`src/sv/lfpm_pkg.sv`:
```
// Shared types and constants for the line follower PID motor mixer.
// No dependencies; imported by every module of the block.
package lfpm_pkg;

	localparam int SAMPLE_W = 12;
	localparam int GAIN_W   = 12;
	localparam int LIMIT_W  = 8;
	localparam int SPEED_W  = 8;
	localparam int ERR_W    = 3;
	localparam int SUM_W    = 9;
	localparam int DRIVE_W  = 13;
	localparam int CFG_W    = 12;
	localparam int IDX_W    = 3;
	localparam int ACC_W    = 24;

	localparam logic [SAMPLE_W-1:0] THRESHOLD_RST = 12'd3000;
	localparam logic [GAIN_W-1:0]   GAIN_P_RST    = 12'd256;
	localparam logic [GAIN_W-1:0]   GAIN_I_RST    = 12'd128;
	localparam logic [GAIN_W-1:0]   GAIN_D_RST    = 12'd26;
	localparam logic [LIMIT_W-1:0]  LIMIT_RST     = 8'd120;
	localparam logic [SPEED_W-1:0]  BASE_RST      = 8'd100;
	localparam logic [SPEED_W-1:0]  MAX_RST       = 8'd255;

	localparam logic signed [15:0] DRIVE_MAX = 16'sd4095;
	localparam logic signed [15:0] DRIVE_MIN = -16'sd4096;

	typedef enum logic [IDX_W-1:0] {
		CFG_THRESHOLD = 3'd0,
		CFG_GAIN_P    = 3'd1,
		CFG_GAIN_I    = 3'd2,
		CFG_GAIN_D    = 3'd3,
		CFG_LIMIT     = 3'd4,
		CFG_BASE      = 3'd5,
		CFG_MAX       = 3'd6
	} cfg_idx_t;

	localparam logic [1:0] BRIDGE_EQUAL = 2'd0;
	localparam logic [1:0] BRIDGE_LEFT  = 2'd1;
	localparam logic [1:0] BRIDGE_RIGHT = 2'd2;

	typedef struct packed {
		logic [1:0]         bridge_code;
		logic [SPEED_W-1:0] right_duty;
		logic [SPEED_W-1:0] left_duty;
	} mix_t;

	typedef struct packed {
		mix_t                      mix;
		logic signed [DRIVE_W-1:0] drive;
		logic signed [ERR_W-1:0]   line_error;
	} result_t;

endpackage

```
`src/sv/lfpm_classify.sv`:
```
// Sensor pattern to line error classification.
// Depends on lfpm_pkg.
module lfpm_classify #(
	parameter int SAMPLE_BITS = 12
) (
	input  logic [lfpm_pkg::SAMPLE_W-1:0] left_sample,
	input  logic [lfpm_pkg::SAMPLE_W-1:0] middle_sample,
	input  logic [lfpm_pkg::SAMPLE_W-1:0] right_sample,
	input  logic [lfpm_pkg::SAMPLE_W-1:0] threshold,
	output logic signed [lfpm_pkg::ERR_W-1:0] line_error
);
	import lfpm_pkg::*;

	localparam logic [SAMPLE_W-1:0] SMASK = SAMPLE_W'((64'd1 << SAMPLE_BITS) - 64'd1);

	logic sl, sm, sr;

	assign sl = (left_sample & SMASK) < threshold;
	assign sm = (middle_sample & SMASK) < threshold;
	assign sr = (right_sample & SMASK) < threshold;

	always_comb begin
		unique case ({sl, sm, sr})
			3'b100:  line_error = -3'sd2;
			3'b110:  line_error = -3'sd1;
			3'b011:  line_error = 3'sd1;
			3'b001:  line_error = 3'sd2;
			default: line_error = 3'sd0;
		endcase
	end

endmodule

```
`src/sv/lfpm_pid.sv`:
```
// PID law: clamped integral update, Q16.8 accumulate, truncate, saturate.
// Depends on lfpm_pkg.
module lfpm_pid (
	input  logic signed [lfpm_pkg::ERR_W-1:0]   line_error,
	input  logic signed [lfpm_pkg::ERR_W-1:0]   prev_error,
	input  logic signed [lfpm_pkg::SUM_W-1:0]   err_sum,
	input  logic [lfpm_pkg::GAIN_W-1:0]         gain_p,
	input  logic [lfpm_pkg::GAIN_W-1:0]         gain_i,
	input  logic [lfpm_pkg::GAIN_W-1:0]         gain_d,
	input  logic [lfpm_pkg::LIMIT_W-1:0]        limit,
	output logic signed [lfpm_pkg::SUM_W-1:0]   err_sum_nxt,
	output logic signed [lfpm_pkg::DRIVE_W-1:0] drive
);
	import lfpm_pkg::*;

	logic signed [SUM_W:0]   sum_raw, lim_pos, lim_neg;
	logic signed [ERR_W:0]   diff;
	logic signed [ACC_W-1:0] gp, gi, gd, ev, sv, dv;
	logic signed [ACC_W-1:0] acc, acc_adj, shifted;
	logic signed [15:0]      drv_full;

	assign lim_pos = signed'({2'b00, limit});
	assign lim_neg = -lim_pos;

	always_comb begin
		if (line_error == 3'sd0) begin
			sum_raw = '0;
		end else begin
			sum_raw = (SUM_W+1)'(err_sum) + (SUM_W+1)'(line_error);
		end
		if (sum_raw > lim_pos) begin
			err_sum_nxt = SUM_W'(lim_pos);
		end else if (sum_raw < lim_neg) begin
			err_sum_nxt = SUM_W'(lim_neg);
		end else begin
			err_sum_nxt = SUM_W'(sum_raw);
		end
	end

	assign diff = (ERR_W+1)'(line_error) - (ERR_W+1)'(prev_error);

	assign gp = ACC_W'(signed'({1'b0, gain_p}));
	assign gi = ACC_W'(signed'({1'b0, gain_i}));
	assign gd = ACC_W'(signed'({1'b0, gain_d}));
	assign ev = ACC_W'(line_error);
	assign sv = ACC_W'(err_sum_nxt);
	assign dv = ACC_W'(diff);

	assign acc     = gp * ev + gi * sv + gd * dv;
	// round toward zero on negative sums
	assign acc_adj = acc[ACC_W-1] ? acc + ACC_W'(255) : acc;
	assign shifted = acc_adj >>> 8;
	assign drv_full = 16'(shifted);

	always_comb begin
		if (drv_full > DRIVE_MAX) begin
			drive = DRIVE_W'(DRIVE_MAX);
		end else if (drv_full < DRIVE_MIN) begin
			drive = DRIVE_W'(DRIVE_MIN);
		end else begin
			drive = DRIVE_W'(drv_full);
		end
	end

endmodule

```
`src/sv/lfpm_mixer.sv`:
```
// Differential motor mixer: clamped duties and H-bridge direction code.
// Depends on lfpm_pkg.
module lfpm_mixer (
	input  logic signed [lfpm_pkg::DRIVE_W-1:0] drive,
	input  logic [lfpm_pkg::SPEED_W-1:0]        base_speed,
	input  logic [lfpm_pkg::SPEED_W-1:0]        max_speed,
	output lfpm_pkg::mix_t                      mix
);
	import lfpm_pkg::*;

	localparam int MW = DRIVE_W + 1;

	logic signed [MW-1:0] base_s, max_s, drv_s, l_sum, r_sum;
	logic [SPEED_W-1:0]   l_duty, r_duty;

	assign base_s = signed'({(MW-SPEED_W)'(0), base_speed});
	assign max_s  = signed'({(MW-SPEED_W)'(0), max_speed});
	assign drv_s  = MW'(drive);
	assign l_sum  = base_s + drv_s;
	assign r_sum  = base_s - drv_s;

	always_comb begin
		if (l_sum < 0) begin
			l_duty = '0;
		end else if (l_sum > max_s) begin
			l_duty = max_speed;
		end else begin
			l_duty = l_sum[SPEED_W-1:0];
		end
		if (r_sum < 0) begin
			r_duty = '0;
		end else if (r_sum > max_s) begin
			r_duty = max_speed;
		end else begin
			r_duty = r_sum[SPEED_W-1:0];
		end
		mix.left_duty  = l_duty;
		mix.right_duty = r_duty;
		priority if (l_duty > r_duty) begin
			mix.bridge_code = BRIDGE_LEFT;
		end else if (r_duty > l_duty) begin
			mix.bridge_code = BRIDGE_RIGHT;
		end else begin
			mix.bridge_code = BRIDGE_EQUAL;
		end
	end

endmodule

```
`src/sv/line_follower_pid_motor_mixer.sv`:
```
// Top level of the line follower PID motor mixer: config registers,
// input and result registers, controller state.
// Depends on lfpm_pkg, lfpm_classify, lfpm_pid, lfpm_mixer.
//
// Usage:
//   s_* stream: one item per control tick, three sensor samples.
//   m_* stream: one result item per input item, in order.
//   cfg_we/cfg_index/cfg_data write the seven control registers; write
//   only while no item is in flight.
// Datapath: an accepted item is registered in the input register, computed
//   and registered in the result register that drives m_tvalid.
// Throughput: one item per cycle while m_tready is high; the integral and
//   previous-error state update in the same cycle the item is computed, so
//   each item sees its predecessor's state.
// Reset: config registers return to their defaults, integral and previous error
//   clear, both streams go empty.
// Stall: with m_tready low the result register holds; one further item
//   waits in the input register, after which s_tready drops.
module line_follower_pid_motor_mixer #(
	parameter int SAMPLE_BITS = 12
) (
	input  logic                          clk,
	input  logic                          arst_n,
	input  logic                          s_tvalid,
	output logic                          s_tready,
	// [11:0] left_sample, [23:12] middle_sample, [35:24] right_sample
	input  logic [39:0]                   s_tdata,
	output logic                          m_tvalid,
	input  logic                          m_tready,
	// [2:0] line_error, [15:3] drive, [23:16] left_duty, [31:24] right_duty,
	// [33:32] bridge_code
	output logic [39:0]                   m_tdata,
	input  logic                          cfg_we,
	input  logic [lfpm_pkg::IDX_W-1:0]    cfg_index,
	input  logic [lfpm_pkg::CFG_W-1:0]    cfg_data
);
	import lfpm_pkg::*;

	logic [SAMPLE_W-1:0] threshold_q;
	logic [GAIN_W-1:0]   gain_p_q, gain_i_q, gain_d_q;
	logic [LIMIT_W-1:0]  limit_q;
	logic [SPEED_W-1:0]  base_q, max_q;

	logic                      valid_s1;
	logic [SAMPLE_W-1:0]       left_s1, middle_s1, right_s1;
	logic                      out_valid_q;
	result_t                   result_q;
	logic signed [SUM_W-1:0]   err_sum_q, err_sum_nxt;
	logic signed [ERR_W-1:0]   prev_err_q, line_error;
	logic signed [DRIVE_W-1:0] drive;
	mix_t                      mix;
	logic                      out_free, advance;

	assign out_free = !out_valid_q || m_tready;
	assign advance  = valid_s1 && out_free;
	assign s_tready = !valid_s1 || out_free;
	assign m_tvalid = out_valid_q;
	assign m_tdata  = {(40 - $bits(result_t))'(0), result_q};

	always_ff @(posedge clk or negedge arst_n) begin
		if (!arst_n) begin
			threshold_q <= THRESHOLD_RST;
			gain_p_q    <= GAIN_P_RST;
			gain_i_q    <= GAIN_I_RST;
			gain_d_q    <= GAIN_D_RST;
			limit_q     <= LIMIT_RST;
			base_q      <= BASE_RST;
			max_q       <= MAX_RST;
		end else if (cfg_we) begin
			unique case (cfg_index)
				CFG_THRESHOLD: threshold_q <= cfg_data;
				CFG_GAIN_P:    gain_p_q    <= cfg_data;
				CFG_GAIN_I:    gain_i_q    <= cfg_data;
				CFG_GAIN_D:    gain_d_q    <= cfg_data;
				CFG_LIMIT:     limit_q     <= cfg_data[LIMIT_W-1:0];
				CFG_BASE:      base_q      <= cfg_data[SPEED_W-1:0];
				CFG_MAX:       max_q       <= cfg_data[SPEED_W-1:0];
				default:       ;
			endcase
		end
	end

	always_ff @(posedge clk or negedge arst_n) begin
		if (!arst_n) begin
			valid_s1    <= 1'b0;
			out_valid_q <= 1'b0;
			err_sum_q   <= '0;
			prev_err_q  <= '0;
		end else begin
			if (s_tready) begin
				valid_s1 <= s_tvalid;
			end
			if (out_free) begin
				out_valid_q <= valid_s1;
			end
			if (advance) begin
				err_sum_q  <= err_sum_nxt;
				prev_err_q <= line_error;
			end
		end
	end

	always_ff @(posedge clk) begin
		if (s_tready && s_tvalid) begin
			left_s1   <= s_tdata[11:0];
			middle_s1 <= s_tdata[23:12];
			right_s1  <= s_tdata[35:24];
		end
		if (advance) begin
			result_q.line_error <= line_error;
			result_q.drive      <= drive;
			result_q.mix        <= mix;
		end
	end

	lfpm_classify #(
		.SAMPLE_BITS(SAMPLE_BITS)
	) u_classify (
		.left_sample  (left_s1),
		.middle_sample(middle_s1),
		.right_sample (right_s1),
		.threshold    (threshold_q),
		.line_error   (line_error)
	);

	lfpm_pid u_pid (
		.line_error (line_error),
		.prev_error (prev_err_q),
		.err_sum    (err_sum_q),
		.gain_p     (gain_p_q),
		.gain_i     (gain_i_q),
		.gain_d     (gain_d_q),
		.limit      (limit_q),
		.err_sum_nxt(err_sum_nxt),
		.drive      (drive)
	);

	lfpm_mixer u_mixer (
		.drive     (drive),
		.base_speed(base_q),
		.max_speed (max_q),
		.mix       (mix)
	);

	a_ready_when_drained: assert property (@(posedge clk) disable iff (!arst_n)
		m_tready |-> s_tready)
		else $error("input stalled while output side drains");

	a_zero_clears_sum: assert property (@(posedge clk) disable iff (!arst_n)
		(advance && line_error == 3'sd0) |=> (err_sum_q == '0))
		else $error("zero line error did not clear integral");

	a_prev_tracks_out: assert property (@(posedge clk) disable iff (!arst_n)
		advance |=> (m_tvalid && prev_err_q == result_q.line_error))
		else $error("previous error does not match last result");

	a_bridge_code_legal: assert property (@(posedge clk) disable iff (!arst_n)
		m_tvalid |-> (result_q.mix.bridge_code != 2'd3))
		else $error("illegal bridge code");

endmodule
```
`config.mk`:
```
export PLATFORM = sky130hd
export DESIGN_NAME = line_follower_pid_motor_mixer
export DESIGN_NICKNAME = d
export VERILOG_FILES = /design/src/sv/lfpm_pkg.sv /design/src/sv/lfpm_classify.sv /design/src/sv/lfpm_pid.sv /design/src/sv/lfpm_mixer.sv /design/src/sv/line_follower_pid_motor_mixer.sv
export SDC_FILE = /design/constraint.sdc
export NUM_CORES = 1
export LEC_CHECK = 0
export ABC_AREA = 1
export BUFFER_PORTS_ARGS = -buffer_cell sky130_fd_sc_hd__buf_2
export CELL_PAD_IN_SITES_DETAIL_PLACEMENT = 1
export CELL_PAD_IN_SITES_GLOBAL_PLACEMENT = 1
export CORE_UTILIZATION = 40
export DETAILED_ROUTE_END_ITERATION = 10
export GPL_ROUTABILITY_DRIVEN = 0
export PLACE_DENSITY = 0.69
export SKIP_CTS_REPAIR_TIMING = 1
export SLEW_MARGIN = 20
export SYNTH_ARGS = -nofsm -noshare
export SYNTH_HDL_FRONTEND = slang
export SYNTH_SLANG_ARGS = --single-unit
```
`constraint.sdc`:
```
create_clock -name clk -period 27.8 [get_ports clk]
set_clock_uncertainty 0.2 [all_clocks]
set_input_delay 1.39 -clock clk [delete_from_list [all_inputs] [get_ports clk]]
set_output_delay 1.39 -clock clk [all_outputs]
set_load 0.02 [all_outputs]
```
==> results by group <==
Min path
  – Hold path depth: 2
  – Worst Hold Class: reg -> reg

Finish
  – Share of layout cells above drive strength 1: 9.804%
  – # nets final: 2813
  – Syn-to-layout area delta: 9.295%

Worst setup path
  – Slowest cell on crit path: fa_1
  – Crit path kind: reg -> reg
  – Arr. time, crit path: 20830 ps
  – Crit. End Element: register
  – Largest stage delay, worst path: 550 ps
  – CP max FO: 19
  – Startpoint Class: register
  – Worst R2R Path Depth: 97
  – Most used cell, CP: nand2_1
  – Critical Path RT: 27810 ps

Yosys
  – Prevailing post-synth register cell: edfxtp_1
  – Seq/Total Area, Yosys: 23.84%
  – Post-synthesis cell area: 0.01798 sq mm
  – Largest area contributor in the netlist: ha_1
  – Cell variety after synth: 49
  – Syn avg cell area: 7.823 sq um
  – Yosys top cell area share: 16.56%
  – Top cells by area, synth: ha_1, fa_1, edfxtp_1
  – FF+latch count, synth: 156
  – Post-synth EDFFs: 70
  – Yosys warning count: 0
  – Fraction of registers with async set/reset: 55.13%
  – Gate Count Post-Synth: 2299

Routing
  – Pre-antenna DRT Iters: 4
  – DR vias/cell: 5.075
  – DR DRC count: 0
  – Routed WL: 50980 microns
  – Routed via count: 15170
  – Wire per inst: 17.05 microns
  – Initial DRC count: 561
  – Final ANT Viol Nets: 0

Clock network
  – Max Root-Sink Buffers: 2
  – Cts bufs inserted: 17
  – Htree depth: 4
  – CTS tree: built
  – Clk slew on worst S/H paths: 80 ps
  – Later-pin clock latency in the skew report: 460 ps
  – CTS sink cnt: 156
  – Root Buffer: clkbuf_16

Timing
  – Final setup viols: 0
  – Slew HR: 30.34%
  – Max Clk Rate: 48.05 MHz
  – Final Hold Viols: 0
  – RSZ-0062 raised after global routing: false
  – Tcrit/Tclk final: 74.87%
  – Worst-Margin Slew: 1038 ps
  – Setup TNS: 0 ps
  – Min Tclk post-route: 20810 ps
  – Final Max Tran Viols: 0

Placement
  – Post-DP HPWL: 42310 microns
  – PortBufs: 91

Global routing
  – Pin count of the biggest net entering global routing: 65
  – Antenna violations before repair: 4
  – GRT overflow: 0
  – Vias in the first global route: 16140
  – Gr usage total: 23.01%
  – First-pass GRT wire length: 83880 microns

Die
  – Core area: 0.04432 sq mm
  – Die X: 214.0 microns
  – Die ar.: 0.04581 sq mm
  – Row cnt: 77
  – Initial Util: 40.58%
  – I/O pin count: 102
  – Die height: 214.0 microns

Job
  – Number of max-cap violations: 0

Run status
  – Status: completed
flip-flops by register name (all words and copies together), names as in the netlist:
name / cells
valid_s1: 1
threshold_q: 12
base_q: 8
gain_p_q: 12
m_tvalid: 1
err_sum_q: 9
m_tdata: 34
gain_i_q: 12
left_s1: 12
max_q: 8
right_s1: 12
limit_q: 8
prev_err_q: 3
middle_s1: 12
gain_d_q: 12
layer usage:
metal | track usage, % | vias to the layer above | wire length (microns)
li1 | - | 7467 | -
met1 | 28.88 | 7456 | 22890
met2 | 42.00 | 205 | 25850
met3 | 2.780 | 46 | 1507
met4 | 4.916 | 0 | 736
met5 | 0 | - | 0
critical path: cells and delay by family (launching register included):
family	cells	cell delay, ps
xor+xnor	3	630
flops	1	530
buf+inv	14	1480
compound gates	27	5540
simple gates	38	6040
fa+ha+maj	15	6110
metrics by stage:
step           utilization [%]  cells  setup WS, ps  cell area, sq um  hold slack [ps]
3_5_place_dp             43.01   2957          6979             19060            278.6
5_1_grt                  44.35   2989          5263             19650            313.9
4_1_cts                  44.35   2989          6887             19650            295.7
2_1_floorplan                -   2304         11360             18000            253.0
6_report                 44.35   2990          6987             19660            292.0
3_3_place_gp             43.01   2957          7503             19060            270.5
placed cells by master, fill, tap and decap left out, types with 15 or more instances in the layout:
master / count
fa_1: 131
nand4_1: 21
nand3b_1: 15
xor2_1: 49
clkbuf_16: 17
dfrtp_1: 59
o21ai_0: 111
ha_1: 238
buf_2: 90
o21bai_1: 24
xnor2_1: 17
inv_1: 424
dfstp_2: 27
nor2_1: 178
nand2_1: 511
nand3_1: 157
nand2_2: 26
a21oi_1: 103
edfxtp_1: 70
kinds of logic after synthesis:
| logic type | after synthesis | share of synthesized area, % |
|---|---|---|
| AOI/OAI and AO/OA | 265 | 8.161 |
| other | 1 | 0.02085 |
| xor gates and xnor gates | 66 | 3.214 |
| and+or+nand+nor | 966 | 23.39 |
| buffers and inverters | 476 | 10.23 |
| DFF | 156 | 23.84 |
| adders and majority gates | 369 | 31.14 |
path summary, 6_finish.rpt:
check	startpoint	to	slack, ps
min in group asynchronous	arst_n	threshold_q[6]$_DFFE_PN0P_	620
hold / removal	max_q[1]$_DFFE_PN1P_	max_q[1]$_DFFE_PN1P_	290
setup reg to reg	threshold_q[11]$_DFFE_PN1P_	m_tdata[32]$_SDFFCE_PN1P_	6990
setup / recovery	threshold_q[11]$_DFFE_PN1P_	m_tdata[32]$_SDFFCE_PN1P_	6990
max in group asynchronous	arst_n	base_q[7]$_DFFE_PN0P_	25610
hold reg to reg	max_q[1]$_DFFE_PN1P_	max_q[1]$_DFFE_PN1P_	290
final cells by class:
| class | instances | area (sq um) |
|---|---|---|
| repair buffers | 98 | 510.5 |
| fillers | 5551 | 24660 |
| multi-input cells | 1672 | 11880 |
| clock inverters | 15 | 166.4 |
| diodes | 1 | 2.502 |
| well taps | 592 | 740.7 |
| flip-flops and latches | 156 | 4288 |
| clock buffers | 17 | 425.4 |
| inverters | 439 | 1648 |
cells in the mapped netlist (2+ instances only):
cell type / number
nand2_4: 3
nor2_4: 4
fa_1: 131
xnor2_1: 17
nand4_1: 21
clkinv_1: 6
a21oi_1: 103
a31oi_1: 3
o21ai_1: 2
o31ai_1: 2
or2_2: 8
ha_1: 238
clkbuf_1: 20
nand3b_1: 15
inv_2: 9
a221oi_1: 3
o211ai_1: 4
o221a_2: 2
nor3_1: 14
buf_4: 7
o21bai_1: 24
nor2_1: 178
dfrtp_1: 59
inv_1: 424
nand2_1: 511
and2_1: 4
dfstp_2: 27
nand2_2: 26
clkbuf_2: 3
nor2_2: 14
o21ai_0: 111
buf_6: 3
edfxtp_1: 70
a21o_1: 4
nand3_2: 6
xor2_1: 49
o21a_1: 3
a21oi_2: 2
buf_1: 3
nand3_1: 157
Power is left out: the tool's default activity adds up to more than one toggle a clock period on the data nets, which glitch-free logic cannot reach.
